## src/design/ttx_pkg.sv

```systemverilog
`default_nettype none
package ttx_pkg;

  localparam int MAGAZINES = 8;
  localparam int SLOT_W = $clog2(MAGAZINES);

  localparam logic [5:0] POS_FRAMING    = 6'd1;
  localparam logic [5:0] POS_ADDR_LOW   = 6'd2;
  localparam logic [5:0] POS_ADDR_HIGH  = 6'd3;
  localparam logic [5:0] POS_FIRST_DATA = 6'd4;
  localparam logic [5:0] POS_HDR_LAST   = 6'd11;
  localparam logic [5:0] POS_LAST       = 6'd43;
  localparam logic [5:0] UNIT_BYTES     = 6'd44;

  localparam logic [7:0] FRAMING_CODE = 8'hE4;
  localparam logic [7:0] NULL_PAGE    = 8'hFF;
  localparam logic [6:0] BAD_CHAR     = 7'd63;
  localparam logic [4:0] LAST_ROW     = 5'd24;

  localparam logic [7:0] CODE_WORDS [16] = '{
    8'h15, 8'h02, 8'h49, 8'h5e, 8'h64, 8'h73, 8'h38, 8'h2f,
    8'hd0, 8'hc7, 8'h8c, 8'h9b, 8'ha1, 8'hb6, 8'hfd, 8'hea
  };

  typedef enum logic [1:0] {
    KIND_HEADER = 2'd0,
    KIND_CHAR   = 2'd1,
    KIND_STATUS = 2'd2
  } kind_t;

  typedef enum logic [2:0] {
    STATUS_OK          = 3'd0,
    STATUS_BAD_FRAMING = 3'd1,
    STATUS_ADDR_ERROR  = 3'd2,
    STATUS_HDR_ERROR   = 3'd3,
    STATUS_NO_PAGE     = 3'd4,
    STATUS_NONDISPLAY  = 3'd5,
    STATUS_NULL_PAGE   = 3'd6
  } status_t;

  typedef struct packed {
    logic [7:0] data_byte;
    logic       start_of_unit;
  } item_t;

  typedef struct packed {
    logic        valid;
    logic [7:0]  page;
    logic [13:0] sub;
  } entry_t;

  typedef struct packed {
    logic              clear_all;
    logic              write;
    logic [SLOT_W-1:0] slot;
    entry_t            entry;
  } table_cmd_t;

  typedef struct packed {
    kind_t       result_kind;
    logic [3:0]  magazine;
    logic [4:0]  row;
    logic [5:0]  column;
    logic [6:0]  char_code;
    logic        parity_bad;
    logic [7:0]  page_id;
    logic [13:0] subcode;
    logic [7:0]  control_flags;
    logic [2:0]  char_set;
    logic        hamming_fixed;
    status_t     status_code;
  } result_t;

  typedef struct packed {
    logic       ok;
    logic       fixed;
    logic [3:0] nib;
  } ham_t;

  function automatic logic [7:0] flip8(logic [7:0] v);
    logic [7:0] f;
    for (int i = 0; i < 8; i++) begin
      f[i] = v[7-i];
    end
    return f;
  endfunction

  // hamming 8/4: code distance 4, so at most one word lies within one bit
  function automatic ham_t ham_decode(logic [7:0] v);
    ham_t h;
    logic [7:0] d;
    h = '0;
    for (int i = 0; i < 16; i++) begin
      d = v ^ CODE_WORDS[i];
      if (d == 8'd0) begin
        h.ok = 1'b1;
        h.nib = 4'(i);
      end else if ((d & (d - 8'd1)) == 8'd0) begin
        h.ok = 1'b1;
        h.fixed = 1'b1;
        h.nib = 4'(i);
      end
    end
    return h;
  endfunction

  function automatic logic [3:0] mag_out(logic [2:0] m);
    return (m == 3'd0) ? 4'd8 : {1'b0, m};
  endfunction

  function automatic logic [SLOT_W-1:0] mag_slot(logic [2:0] m);
    return SLOT_W'(mag_out(m) - 4'd1);
  endfunction

endpackage
`default_nettype wire

```

## src/design/ttx_in_if.sv

```systemverilog
`default_nettype none
interface ttx_in_if;
  logic       valid;
  logic       ready;
  logic [7:0] data_byte;
  logic       start_of_unit;

  modport source (output valid, data_byte, start_of_unit, input ready);
  modport sink (input valid, data_byte, start_of_unit, output ready);
endinterface
`default_nettype wire

```

## src/design/ttx_out_if.sv

```systemverilog
`default_nettype none
interface ttx_out_if;
  logic        valid;
  logic        ready;
  logic [1:0]  result_kind;
  logic [3:0]  magazine;
  logic [4:0]  row;
  logic [5:0]  column;
  logic [6:0]  char_code;
  logic        parity_bad;
  logic [7:0]  page_id;
  logic [13:0] subcode;
  logic [7:0]  control_flags;
  logic [2:0]  char_set;
  logic        hamming_fixed;
  logic [2:0]  status_code;

  modport source (output valid, result_kind, magazine, row, column, char_code, parity_bad,
                  page_id, subcode, control_flags, char_set, hamming_fixed,
                  status_code, input ready);
  modport sink (input valid, result_kind, magazine, row, column, char_code, parity_bad,
                page_id, subcode, control_flags, char_set, hamming_fixed,
                status_code, output ready);
endinterface
`default_nettype wire

```

## src/design/ttx_in_reg.sv

```systemverilog
`default_nettype none
module ttx_in_reg (
  input  wire logic     clk,
  input  wire logic     rst,
  ttx_in_if.sink        in_unit,
  input  wire logic     take,
  output ttx_pkg::item_t item,
  output logic          item_valid
);

  assign in_unit.ready = !item_valid || take;

  always_ff @(posedge clk) begin
    if (rst) begin
      item_valid <= 1'b0;
    end else if (in_unit.ready) begin
      item_valid <= in_unit.valid;
    end
    if (in_unit.valid && in_unit.ready) begin
      item.data_byte <= in_unit.data_byte;
      item.start_of_unit <= in_unit.start_of_unit;
    end
  end

endmodule
`default_nettype wire

```

## src/design/ttx_page_table.sv

```systemverilog
`default_nettype none
module ttx_page_table (
  input  wire logic                          clk,
  input  wire logic                          rst,
  input  wire ttx_pkg::table_cmd_t           cmd,
  input  wire logic [ttx_pkg::SLOT_W-1:0]    rd_slot,
  output ttx_pkg::entry_t                    rd_entry
);

  logic [ttx_pkg::MAGAZINES-1:0] valid;
  logic [7:0]  page [ttx_pkg::MAGAZINES];
  logic [13:0] sub [ttx_pkg::MAGAZINES];

  // an invalid slot reads as the cleared entry
  always_comb begin
    rd_entry = '0;
    if (valid[rd_slot]) begin
      rd_entry.valid = 1'b1;
      rd_entry.page = page[rd_slot];
      rd_entry.sub = sub[rd_slot];
    end
  end

  always_ff @(posedge clk) begin
    if (rst) begin
      valid <= '0;
    end else begin
      if (cmd.clear_all) begin
        valid <= '0;
      end
      if (cmd.write) begin
        valid[cmd.slot] <= cmd.entry.valid;
      end
    end
    if (cmd.write) begin
      page[cmd.slot] <= cmd.entry.page;
      sub[cmd.slot] <= cmd.entry.sub;
    end
  end

endmodule
`default_nettype wire

```

## src/design/ttx_decode.sv

```systemverilog
`default_nettype none
module ttx_decode (
  input  wire logic                        clk,
  input  wire logic                        rst,
  input  wire ttx_pkg::item_t              item,
  input  wire logic                        item_valid,
  input  wire logic                        out_free,
  output logic                             take,
  output logic                             load,
  output ttx_pkg::result_t                 res,
  output ttx_pkg::table_cmd_t              cmd,
  output logic [ttx_pkg::SLOT_W-1:0]       rd_slot,
  input  wire ttx_pkg::entry_t             rd_entry
);

  logic [5:0]      pos, pos_next;
  logic            dropped, dropped_next;
  logic [3:0]      addr_lo, addr_lo_next;
  logic [2:0]      cur_mag, cur_mag_next;
  logic [4:0]      cur_pkt, cur_pkt_next;
  logic [31:0]     hdr, hdr_next;
  logic            corrected, corrected_next;
  ttx_pkg::entry_t row_entry, row_entry_next;

  logic [7:0]      r;
  ttx_pkg::ham_t   ham;
  logic [2:0]      hidx;
  logic [31:0]     hdr_upd;
  logic [4:0]      pkt_new;
  logic            corr_now;
  ttx_pkg::entry_t hdr_entry;
  logic [7:0]      ctl;
  logic [2:0]      nat;

  function automatic ttx_pkg::result_t status_res(logic [3:0] mag, logic [4:0] row,
                                                  ttx_pkg::status_t st);
    ttx_pkg::result_t s;
    s = '0;
    s.result_kind = ttx_pkg::KIND_STATUS;
    s.magazine = mag;
    s.row = row;
    s.status_code = st;
    return s;
  endfunction

  assign take = item_valid && out_free;
  assign rd_slot = (pos == ttx_pkg::POS_ADDR_HIGH) ? ttx_pkg::mag_slot(addr_lo[2:0])
                                                   : ttx_pkg::mag_slot(cur_mag);

  always_comb begin
    r = ttx_pkg::flip8(item.data_byte);
    ham = ttx_pkg::ham_decode(r);
    hidx = 3'(pos - ttx_pkg::POS_FIRST_DATA);
    hdr_upd = hdr | (32'(ham.nib) << {hidx, 2'b00});
    pkt_new = {ham.nib, addr_lo[3]};
    hdr_entry.valid = 1'b1;
    hdr_entry.page = hdr_upd[7:0];
    hdr_entry.sub = {hdr_upd[21:20], hdr_upd[19:16], 1'b0, hdr_upd[14:12], hdr_upd[11:8]};
    ctl = {hdr_upd[28], hdr_upd[27:24], hdr_upd[23:22], hdr_upd[15]};
    nat = hdr_upd[31:29];

    pos_next = pos;
    dropped_next = dropped;
    addr_lo_next = addr_lo;
    cur_mag_next = cur_mag;
    cur_pkt_next = cur_pkt;
    hdr_next = hdr;
    row_entry_next = row_entry;
    corr_now = corrected;
    res = '0;
    load = 1'b0;
    cmd = '0;

    if (take) begin
      if (item.start_of_unit) begin
        pos_next = ttx_pkg::POS_FRAMING;
        dropped_next = 1'b0;
        corr_now = 1'b0;
        hdr_next = '0;
      end else if (dropped || pos >= ttx_pkg::UNIT_BYTES) begin
        dropped_next = 1'b1;
      end else begin
        pos_next = pos + 6'd1;
        if (pos == ttx_pkg::POS_LAST) begin
          dropped_next = 1'b1;
        end
        if (pos == ttx_pkg::POS_FRAMING) begin
          if (item.data_byte != ttx_pkg::FRAMING_CODE) begin
            load = 1'b1;
            dropped_next = 1'b1;
            res = status_res(4'd0, 5'd0, ttx_pkg::STATUS_BAD_FRAMING);
          end
        end else if (pos == ttx_pkg::POS_ADDR_LOW) begin
          corr_now = corrected | ham.fixed;
          if (!ham.ok) begin
            load = 1'b1;
            dropped_next = 1'b1;
            res = status_res(4'd0, 5'd0, ttx_pkg::STATUS_ADDR_ERROR);
          end else begin
            addr_lo_next = ham.nib;
          end
        end else if (pos == ttx_pkg::POS_ADDR_HIGH) begin
          corr_now = corrected | ham.fixed;
          if (!ham.ok) begin
            load = 1'b1;
            dropped_next = 1'b1;
            res = status_res(4'd0, 5'd0, ttx_pkg::STATUS_ADDR_ERROR);
          end else begin
            cur_mag_next = addr_lo[2:0];
            cur_pkt_next = pkt_new;
            if (pkt_new == 5'd0) begin
              load = 1'b0;
            end else if (pkt_new <= ttx_pkg::LAST_ROW) begin
              row_entry_next = rd_entry;
              if (!rd_entry.valid) begin
                load = 1'b1;
                dropped_next = 1'b1;
                res = status_res(ttx_pkg::mag_out(addr_lo[2:0]), pkt_new,
                                 ttx_pkg::STATUS_NO_PAGE);
              end
            end else begin
              load = 1'b1;
              dropped_next = 1'b1;
              res = status_res(ttx_pkg::mag_out(addr_lo[2:0]), pkt_new,
                               ttx_pkg::STATUS_NONDISPLAY);
            end
          end
        end else if (cur_pkt == 5'd0 && pos <= ttx_pkg::POS_HDR_LAST) begin
          corr_now = corrected | ham.fixed;
          if (!ham.ok) begin
            load = 1'b1;
            dropped_next = 1'b1;
            res = status_res(ttx_pkg::mag_out(cur_mag), 5'd0, ttx_pkg::STATUS_HDR_ERROR);
          end else begin
            hdr_next = hdr_upd;
            if (pos == ttx_pkg::POS_HDR_LAST) begin
              load = 1'b1;
              cmd.clear_all = ctl[7];
              cmd.write = 1'b1;
              cmd.slot = ttx_pkg::mag_slot(cur_mag);
              res.magazine = ttx_pkg::mag_out(cur_mag);
              res.page_id = hdr_entry.page;
              res.subcode = hdr_entry.sub;
              res.control_flags = ctl;
              res.char_set = nat;
              if (hdr_entry.page == ttx_pkg::NULL_PAGE) begin
                cmd.entry = '0;
                dropped_next = 1'b1;
                res.result_kind = ttx_pkg::KIND_STATUS;
                res.status_code = ttx_pkg::STATUS_NULL_PAGE;
              end else begin
                cmd.entry = hdr_entry;
                row_entry_next = hdr_entry;
                res.result_kind = ttx_pkg::KIND_HEADER;
                res.status_code = ttx_pkg::STATUS_OK;
              end
            end
          end
        end else begin
          load = 1'b1;
          res.result_kind = ttx_pkg::KIND_CHAR;
          res.magazine = ttx_pkg::mag_out(cur_mag);
          res.row = cur_pkt;
          res.column = pos - ttx_pkg::POS_FIRST_DATA;
          res.parity_bad = ~(^r);
          res.char_code = res.parity_bad ? ttx_pkg::BAD_CHAR : r[6:0];
          res.page_id = row_entry.page;
          res.subcode = row_entry.sub;
        end
      end
    end
    res.hamming_fixed = corr_now;
    corrected_next = corr_now;
  end

  always_ff @(posedge clk) begin
    if (rst) begin
      pos <= '0;
      dropped <= 1'b1;
      addr_lo <= '0;
      cur_mag <= '0;
      cur_pkt <= '0;
      hdr <= '0;
      corrected <= 1'b0;
      row_entry <= '0;
    end else begin
      pos <= pos_next;
      dropped <= dropped_next;
      addr_lo <= addr_lo_next;
      cur_mag <= cur_mag_next;
      cur_pkt <= cur_pkt_next;
      hdr <= hdr_next;
      corrected <= corrected_next;
      row_entry <= row_entry_next;
    end
  end

endmodule
`default_nettype wire

```

## src/design/ttx_out_reg.sv

```systemverilog
`default_nettype none
module ttx_out_reg (
  input  wire logic             clk,
  input  wire logic             rst,
  input  wire logic             load,
  input  wire ttx_pkg::result_t res,
  output logic                  out_free,
  ttx_out_if.source             out_result
);

  ttx_pkg::result_t held;

  assign out_free = !out_result.valid || out_result.ready;

  always_ff @(posedge clk) begin
    if (rst) begin
      out_result.valid <= 1'b0;
    end else if (out_free) begin
      out_result.valid <= load;
    end
    if (load) begin
      held <= res;
    end
  end

  assign out_result.result_kind = held.result_kind;
  assign out_result.magazine = held.magazine;
  assign out_result.row = held.row;
  assign out_result.column = held.column;
  assign out_result.char_code = held.char_code;
  assign out_result.parity_bad = held.parity_bad;
  assign out_result.page_id = held.page_id;
  assign out_result.subcode = held.subcode;
  assign out_result.control_flags = held.control_flags;
  assign out_result.char_set = held.char_set;
  assign out_result.hamming_fixed = held.hamming_fixed;
  assign out_result.status_code = held.status_code;

endmodule
`default_nettype wire

```

## src/design/teletext_data_unit_decoder_top.sv

```systemverilog
// Teletext data unit decoder.
// in_unit takes the 44-byte DVB teletext data unit one byte per transaction,
// with start_of_unit set on the field/line byte. out_result gives at most one
// result per input byte: a page header, a display character or a status event.
// Each byte is registered at the input, decoded by one level of table compares
// and bit slicing, and the result is registered at the output: a result is
// valid on the cycle after the clock edge at which its byte's processing ran.
// One byte per cycle is taken sustained while the receiver holds ready high;
// a single decode stage lies between the input and output registers.
// Reset leaves no unit in progress and every magazine without an active page;
// bytes are ignored until a start byte arrives.
// When the receiver holds ready low the output register keeps its result, the
// input register fills, and in_unit.ready falls until the result is taken.
// The active page table is eight registered slots, cleared at reset at once.
`default_nettype none
module teletext_data_unit_decoder_top (
  input  wire logic clk,
  input  wire logic rst,
  ttx_in_if.sink    in_unit,
  ttx_out_if.source out_result
);

  ttx_pkg::item_t              item;
  logic                        item_valid;
  logic                        take;
  logic                        load;
  logic                        out_free;
  ttx_pkg::result_t            res;
  ttx_pkg::table_cmd_t         cmd;
  logic [ttx_pkg::SLOT_W-1:0]  rd_slot;
  ttx_pkg::entry_t             rd_entry;

  ttx_in_reg u_in_reg (
    .clk        (clk),
    .rst        (rst),
    .in_unit    (in_unit),
    .take       (take),
    .item       (item),
    .item_valid (item_valid)
  );

  ttx_decode u_decode (
    .clk        (clk),
    .rst        (rst),
    .item       (item),
    .item_valid (item_valid),
    .out_free   (out_free),
    .take       (take),
    .load       (load),
    .res        (res),
    .cmd        (cmd),
    .rd_slot    (rd_slot),
    .rd_entry   (rd_entry)
  );

  ttx_page_table u_page_table (
    .clk      (clk),
    .rst      (rst),
    .cmd      (cmd),
    .rd_slot  (rd_slot),
    .rd_entry (rd_entry)
  );

  ttx_out_reg u_out_reg (
    .clk        (clk),
    .rst        (rst),
    .load       (load),
    .res        (res),
    .out_free   (out_free),
    .out_result (out_result)
  );

endmodule
`default_nettype wire

```

## src/flat_wrapper.sv

```systemverilog
// flat-port wrapper written by rule: the top's interface ports become plain ports
module teletext_data_unit_decoder_top_flat 
  (clk, rst, in_unit_valid, in_unit_data_byte, in_unit_start_of_unit, in_unit_ready, out_result_valid, out_result_result_kind, out_result_magazine, out_result_row, out_result_column, out_result_char_code, out_result_parity_bad, out_result_page_id, out_result_subcode, out_result_control_flags, out_result_char_set, out_result_hamming_fixed, out_result_status_code, out_result_ready);
  ttx_in_if in_unit_i ();
  ttx_out_if out_result_i ();
  input  wire logic clk;
  input  wire logic rst;
  input wire logic [$bits(in_unit_i.valid)-1:0] in_unit_valid;
  input wire logic [$bits(in_unit_i.data_byte)-1:0] in_unit_data_byte;
  input wire logic [$bits(in_unit_i.start_of_unit)-1:0] in_unit_start_of_unit;
  output wire logic [$bits(in_unit_i.ready)-1:0] in_unit_ready;
  output wire logic [$bits(out_result_i.valid)-1:0] out_result_valid;
  output wire logic [$bits(out_result_i.result_kind)-1:0] out_result_result_kind;
  output wire logic [$bits(out_result_i.magazine)-1:0] out_result_magazine;
  output wire logic [$bits(out_result_i.row)-1:0] out_result_row;
  output wire logic [$bits(out_result_i.column)-1:0] out_result_column;
  output wire logic [$bits(out_result_i.char_code)-1:0] out_result_char_code;
  output wire logic [$bits(out_result_i.parity_bad)-1:0] out_result_parity_bad;
  output wire logic [$bits(out_result_i.page_id)-1:0] out_result_page_id;
  output wire logic [$bits(out_result_i.subcode)-1:0] out_result_subcode;
  output wire logic [$bits(out_result_i.control_flags)-1:0] out_result_control_flags;
  output wire logic [$bits(out_result_i.char_set)-1:0] out_result_char_set;
  output wire logic [$bits(out_result_i.hamming_fixed)-1:0] out_result_hamming_fixed;
  output wire logic [$bits(out_result_i.status_code)-1:0] out_result_status_code;
  input wire logic [$bits(out_result_i.ready)-1:0] out_result_ready;
  assign in_unit_i.valid = in_unit_valid;
  assign in_unit_i.data_byte = in_unit_data_byte;
  assign in_unit_i.start_of_unit = in_unit_start_of_unit;
  assign in_unit_ready = in_unit_i.ready;
  assign out_result_valid = out_result_i.valid;
  assign out_result_result_kind = out_result_i.result_kind;
  assign out_result_magazine = out_result_i.magazine;
  assign out_result_row = out_result_i.row;
  assign out_result_column = out_result_i.column;
  assign out_result_char_code = out_result_i.char_code;
  assign out_result_parity_bad = out_result_i.parity_bad;
  assign out_result_page_id = out_result_i.page_id;
  assign out_result_subcode = out_result_i.subcode;
  assign out_result_control_flags = out_result_i.control_flags;
  assign out_result_char_set = out_result_i.char_set;
  assign out_result_hamming_fixed = out_result_i.hamming_fixed;
  assign out_result_status_code = out_result_i.status_code;
  assign out_result_i.ready = out_result_ready;
  teletext_data_unit_decoder_top u_core (.clk(clk), .rst(rst), .in_unit(in_unit_i), .out_result(out_result_i));
endmodule
```

## config.mk

```make
export PLATFORM = sky130hd
export DESIGN_NAME = teletext_data_unit_decoder_top_flat
export DESIGN_NICKNAME = d
export VERILOG_FILES = /design/src/design/ttx_pkg.sv /design/src/design/ttx_in_if.sv /design/src/design/ttx_out_if.sv /design/src/design/ttx_in_reg.sv /design/src/design/ttx_page_table.sv /design/src/design/ttx_decode.sv /design/src/design/ttx_out_reg.sv /design/src/design/teletext_data_unit_decoder_top.sv /design/src/flat_wrapper.sv
export SDC_FILE = /design/constraint.sdc
export NUM_CORES = 1
export LEC_CHECK = 0
export ABC_AREA = 1
export BUFFER_PORTS_ARGS = -buffer_cell sky130_fd_sc_hd__buf_2
export CAP_MARGIN = 20
export CORE_ASPECT_RATIO = 1.25
export CORE_MARGIN = 5
export CORE_UTILIZATION = 60
export CTS_CLUSTER_DIAMETER = 40
export CTS_CLUSTER_SIZE = 24
export DETAILED_ROUTE_END_ITERATION = 16
export PLACE_DENSITY = 0.84
export SYNTH_ARGS = -nofsm -noshare
export SYNTH_HDL_FRONTEND = slang
export SYNTH_HIERARCHICAL = 1
export SYNTH_SLANG_ARGS = --single-unit
```

## constraint.sdc

```tcl
create_clock -name clk -period 13.3 [get_ports clk]
set_clock_uncertainty 0.1 [all_clocks]
set_input_delay 2.66 -clock clk [delete_from_list [all_inputs] [get_ports clk]]
set_output_delay 2.66 -clock clk [all_outputs]
set_load 0.01 [all_outputs]
```

==> impl_results.md <==
* Status: complete, no violations
* Total clock sinks at 331
* PortBufs at 76
* Placement Rows at roughly 70
* YS warnings at 6
* Via density at 5.70
* Required @ worst endpoint at 13.35 ns
* Max Fclk at roughly 150 MHz
* Clk buf depth at 3
* Sequential share of power at 0.520
* Final min period at about 6.8 ns
* Worst Setup SP: u_core/u_decode/pos[2]
* Drt total wl at around 44000 um
* Pwr Total at 2.14 mW
* Hold wc startpoint: u_core/u_decode/hdr[31]
* Fraction of layout cells with a size suffix above 1 at 0.128
* Synth unique cells at 57
* Max Cap Viol at 0
* Worst Hold Path Cells at 2
* Core area at approximately 0.028 mm2
* Comb pwr share at 0.053
* Internal at 1.62 mW
* Leak Pwr at 8.13 nW
* Worst setup path category: reg2reg
* Nets@finish at 2105
* Clk network pwr share at 0.427
* Final core utilization at 0.662
* R2r setup slk at 6.49 ns
* DRT Pass-1 Iters at 6
* Die span in x at 161 um
* Setup repair bufs after CTS at 0
* Pwr Density at 114 mW/mm2
* Worst-skew pair later-pin latency at 0.54 ns
* RSZ-0062 raised after global routing: false
* H-tree depth at 2
* Switching Share at 0.241
* Total Routing Usage GR at 0.273
* Slew Limit Fails at 0
* Final setup vio count at 0
* Routed WL per cell at 18.2 um
* Yosys reg bits at 331
* Total negative slack at 0 ns
* CTS root buf: clkbuf_16
* Reg clk slew, reported paths at about 0.07 ns
* First-pass GRT wire length at 69500 um
* Hold Vio Cnt, Final at 0
* Non-filler cells in the finished layout at 2440
* HP Class: reg2reg
* Synthesized area per cell at 8.44 um2
* Vias at 13900
* DIE AREA at around 0.032 mm2
* Period Utilization, post-route at 0.512
* Die height at 198 um
* Rel. slew slack at 0.295
* Worst vdd rail ir drop at between 100 and 150 uV
* Gate Count Post-Synth at 2021
* Reg2reg path depth at 19
* Pre-CTS setup slack at 6.55 ns
* Initial antenna violation count at 2
* GRT overflow at 0
* Worst-path fanout max at 94
* Final worst setup slack at 6.49 ns
* Vias in the first global route at 13300
* # DRC at 0
* Mapped Nets at 2066
* Final GP Congestion at 0.991
* Largest net degree at the start of global routing at 95
* FF-to-FF Start: u_core/u_decode/pos[2]
* Num CTS Buffers at 34
* Mapped cell area at between 0.015 and 0.02 mm2
* Critical Path End Type: flip-flop
* CTS tree: done
* CTS Hold Bufs at 0
* EDFF count, synth at 247
* Synth-to-layout area growth at 9.54%
* Post-CTS sizing at 0
* Worst Max-Slew Pin Slew at 1.06 ns
* NetSw at 515 uW
* Post-DP HPWL at 30300 um
* DR iter-0 viols at 1690
* Post-synth ARST share at 0
* Placed Cells at 2376
* Top_reg_cell synth: edfxtp_1
* Final ANT Viol Nets at 0
* CP startpoint kind: flip-flop
* CP Data Arrival Time at 6.86 ns
* Initial Util at 0.604
* IO Pins at 77
* # diodes at 0
* Sequential cell area fraction in the yosys report at 0.534
## worst paths after layout
kind                                                                    to
worst max-delay path            u_core/u_out_reg/out_result.status_code[1]
worst min-delay path                               u_core/u_decode/hdr[31]
worst max register to register  u_core/u_out_reg/out_result.status_code[1]
worst min register to register                     u_core/u_decode/hdr[31]
## state kept, by name, summed over array words and instances (netlist names), 5 cells and up
name / count
u_core/u_decode/cur_pkt: 5
u_core/u_decode/hdr: 32
u_core/u_decode/pos: 6
u_core/u_decode/row_entry: 22
u_core/u_in_reg/item: 9
u_core/u_out_reg/out_result.char_code: 7
u_core/u_out_reg/out_result.column: 6
u_core/u_out_reg/out_result.control_flags: 8
u_core/u_out_reg/out_result.page_id: 8
u_core/u_out_reg/out_result.row: 5
u_core/u_out_reg/out_result.subcode: 14
u_core/u_page_table/page: 64
u_core/u_page_table/sub: 112
u_core/u_page_table/valid: 8
## through the flow
step                area [um2]  hold WS [ns]
finish                   18700         0.367
global route             18700         0.395
CTS                      18600         0.366
detailed placement       17600         0.354
global placement         17500         0.351
floorplan                17100         0.330
## Yosys cell counts, types with 13 or more instances
master	number	area share
nand4_1	13	0.0048
nor2_2	27	0.0099
clkbuf_1	26	0.0057
o21ai_1	31	0.0091
buf_2	39	0.011
nand3_1	123	0.036
dfxtp_1	84	0.099
nand2_1	559	0.12
ha_1	32	0.023
o21bai_1	22	0.0097
edfxtp_1	247	0.43
inv_1	340	0.075
o21ai_0	73	0.021
a211oi_1	33	0.015
nand2_2	18	0.0066
nor3_1	37	0.011
a21oi_1	52	0.015
nor2_1	132	0.029
inv_2	24	0.0053
## cells by family after synthesis
family	count (synthesis)	synth area share
xor gates and xnor gates	8	0.00411
adders and majority gates	32	0.0235
and+or+nand+nor	939	0.238
other	1	0.000220
buffers and inverters	461	0.111
AOI/OAI and AO/OA	248	0.0890
DFF	331	0.534
muxes	1	0.000587
## power groups by stage
| stage | registers [mW] | logic (mW) | clock network (mW) |
|---|---|---|---|
| floorplan | 1.13 | 0.0792 | 0 |
| global placement | 1.13 | 0.109 | 0 |
| finish | 1.11 | 0.114 | 0.913 |
| detailed placement | 1.13 | 0.109 | 0 |
| CTS | 1.11 | 0.110 | 0.922 |
| global route | 1.11 | 0.122 | 0.967 |
## final cells by class
| cell class | count | area (um2) |
|---|---|---|
| Clock buffer | 40 | 873 |
| Sequential cell | 331 | 9100 |
| Fill cell | 2213 | 9550 |
| Inverter | 373 | 1410 |
| Tap cell | 355 | 444 |
| Timing Repair Buffer | 91 | 534 |
| Multi-Input combinational cell | 1229 | 6110 |
| Clock inverter | 21 | 206 |
## metal layers
layer	share of wire	track usage	wire length, um	vias to the layer above
li1	-	-	-	6529
met1	0.39	0.350	17100	6476
met2	0.48	0.463	21400	734
met3	0.084	0.0435	3720	162
met4	0.048	0.121	2130	4
met5	0.00072	0	32	-
## cell usage in the layout, fill, tap and decap left out, types with 13 or more instances in the layout
| cell type | n |
|---|---|
| buf_2 | 76 |
| inv_2 | 24 |
| nand3_1 | 123 |
| ha_1 | 32 |
| inv_1 | 340 |
| edfxtp_1 | 247 |
| nand4_1 | 13 |
| o21bai_1 | 22 |
| nand2_2 | 18 |
| a211oi_1 | 33 |
| dfxtp_1 | 84 |
| nor2_2 | 34 |
| nor2_1 | 125 |
| nor3_1 | 37 |
| a21oi_1 | 51 |
| o21ai_1 | 31 |
| clkbuf_16 | 34 |
| nand2_1 | 559 |
| o21ai_0 | 71 |
## worst max-delay path: stages (launching register included)
cell and delay [ns]:
dfxtp_1 0.85, clkinv_1 0.81, ha_1 0.51, nand3_1 0.09
buf_4 0.25, o21ai_4 0.06, buf_4 0.39, inv_2 0.12
buf_4 0.71, nand2_1 0.11, nand3_1 0.12, nand2_1 0.07
nand2_1 0.10, nand2_2 0.30, inv_1 0.20, nand2_1 0.08
nand3_1 0.11, nand2_1 0.10, a21oi_4 0.61, buf_4 0.59
(Power assumes the default switching activity.)
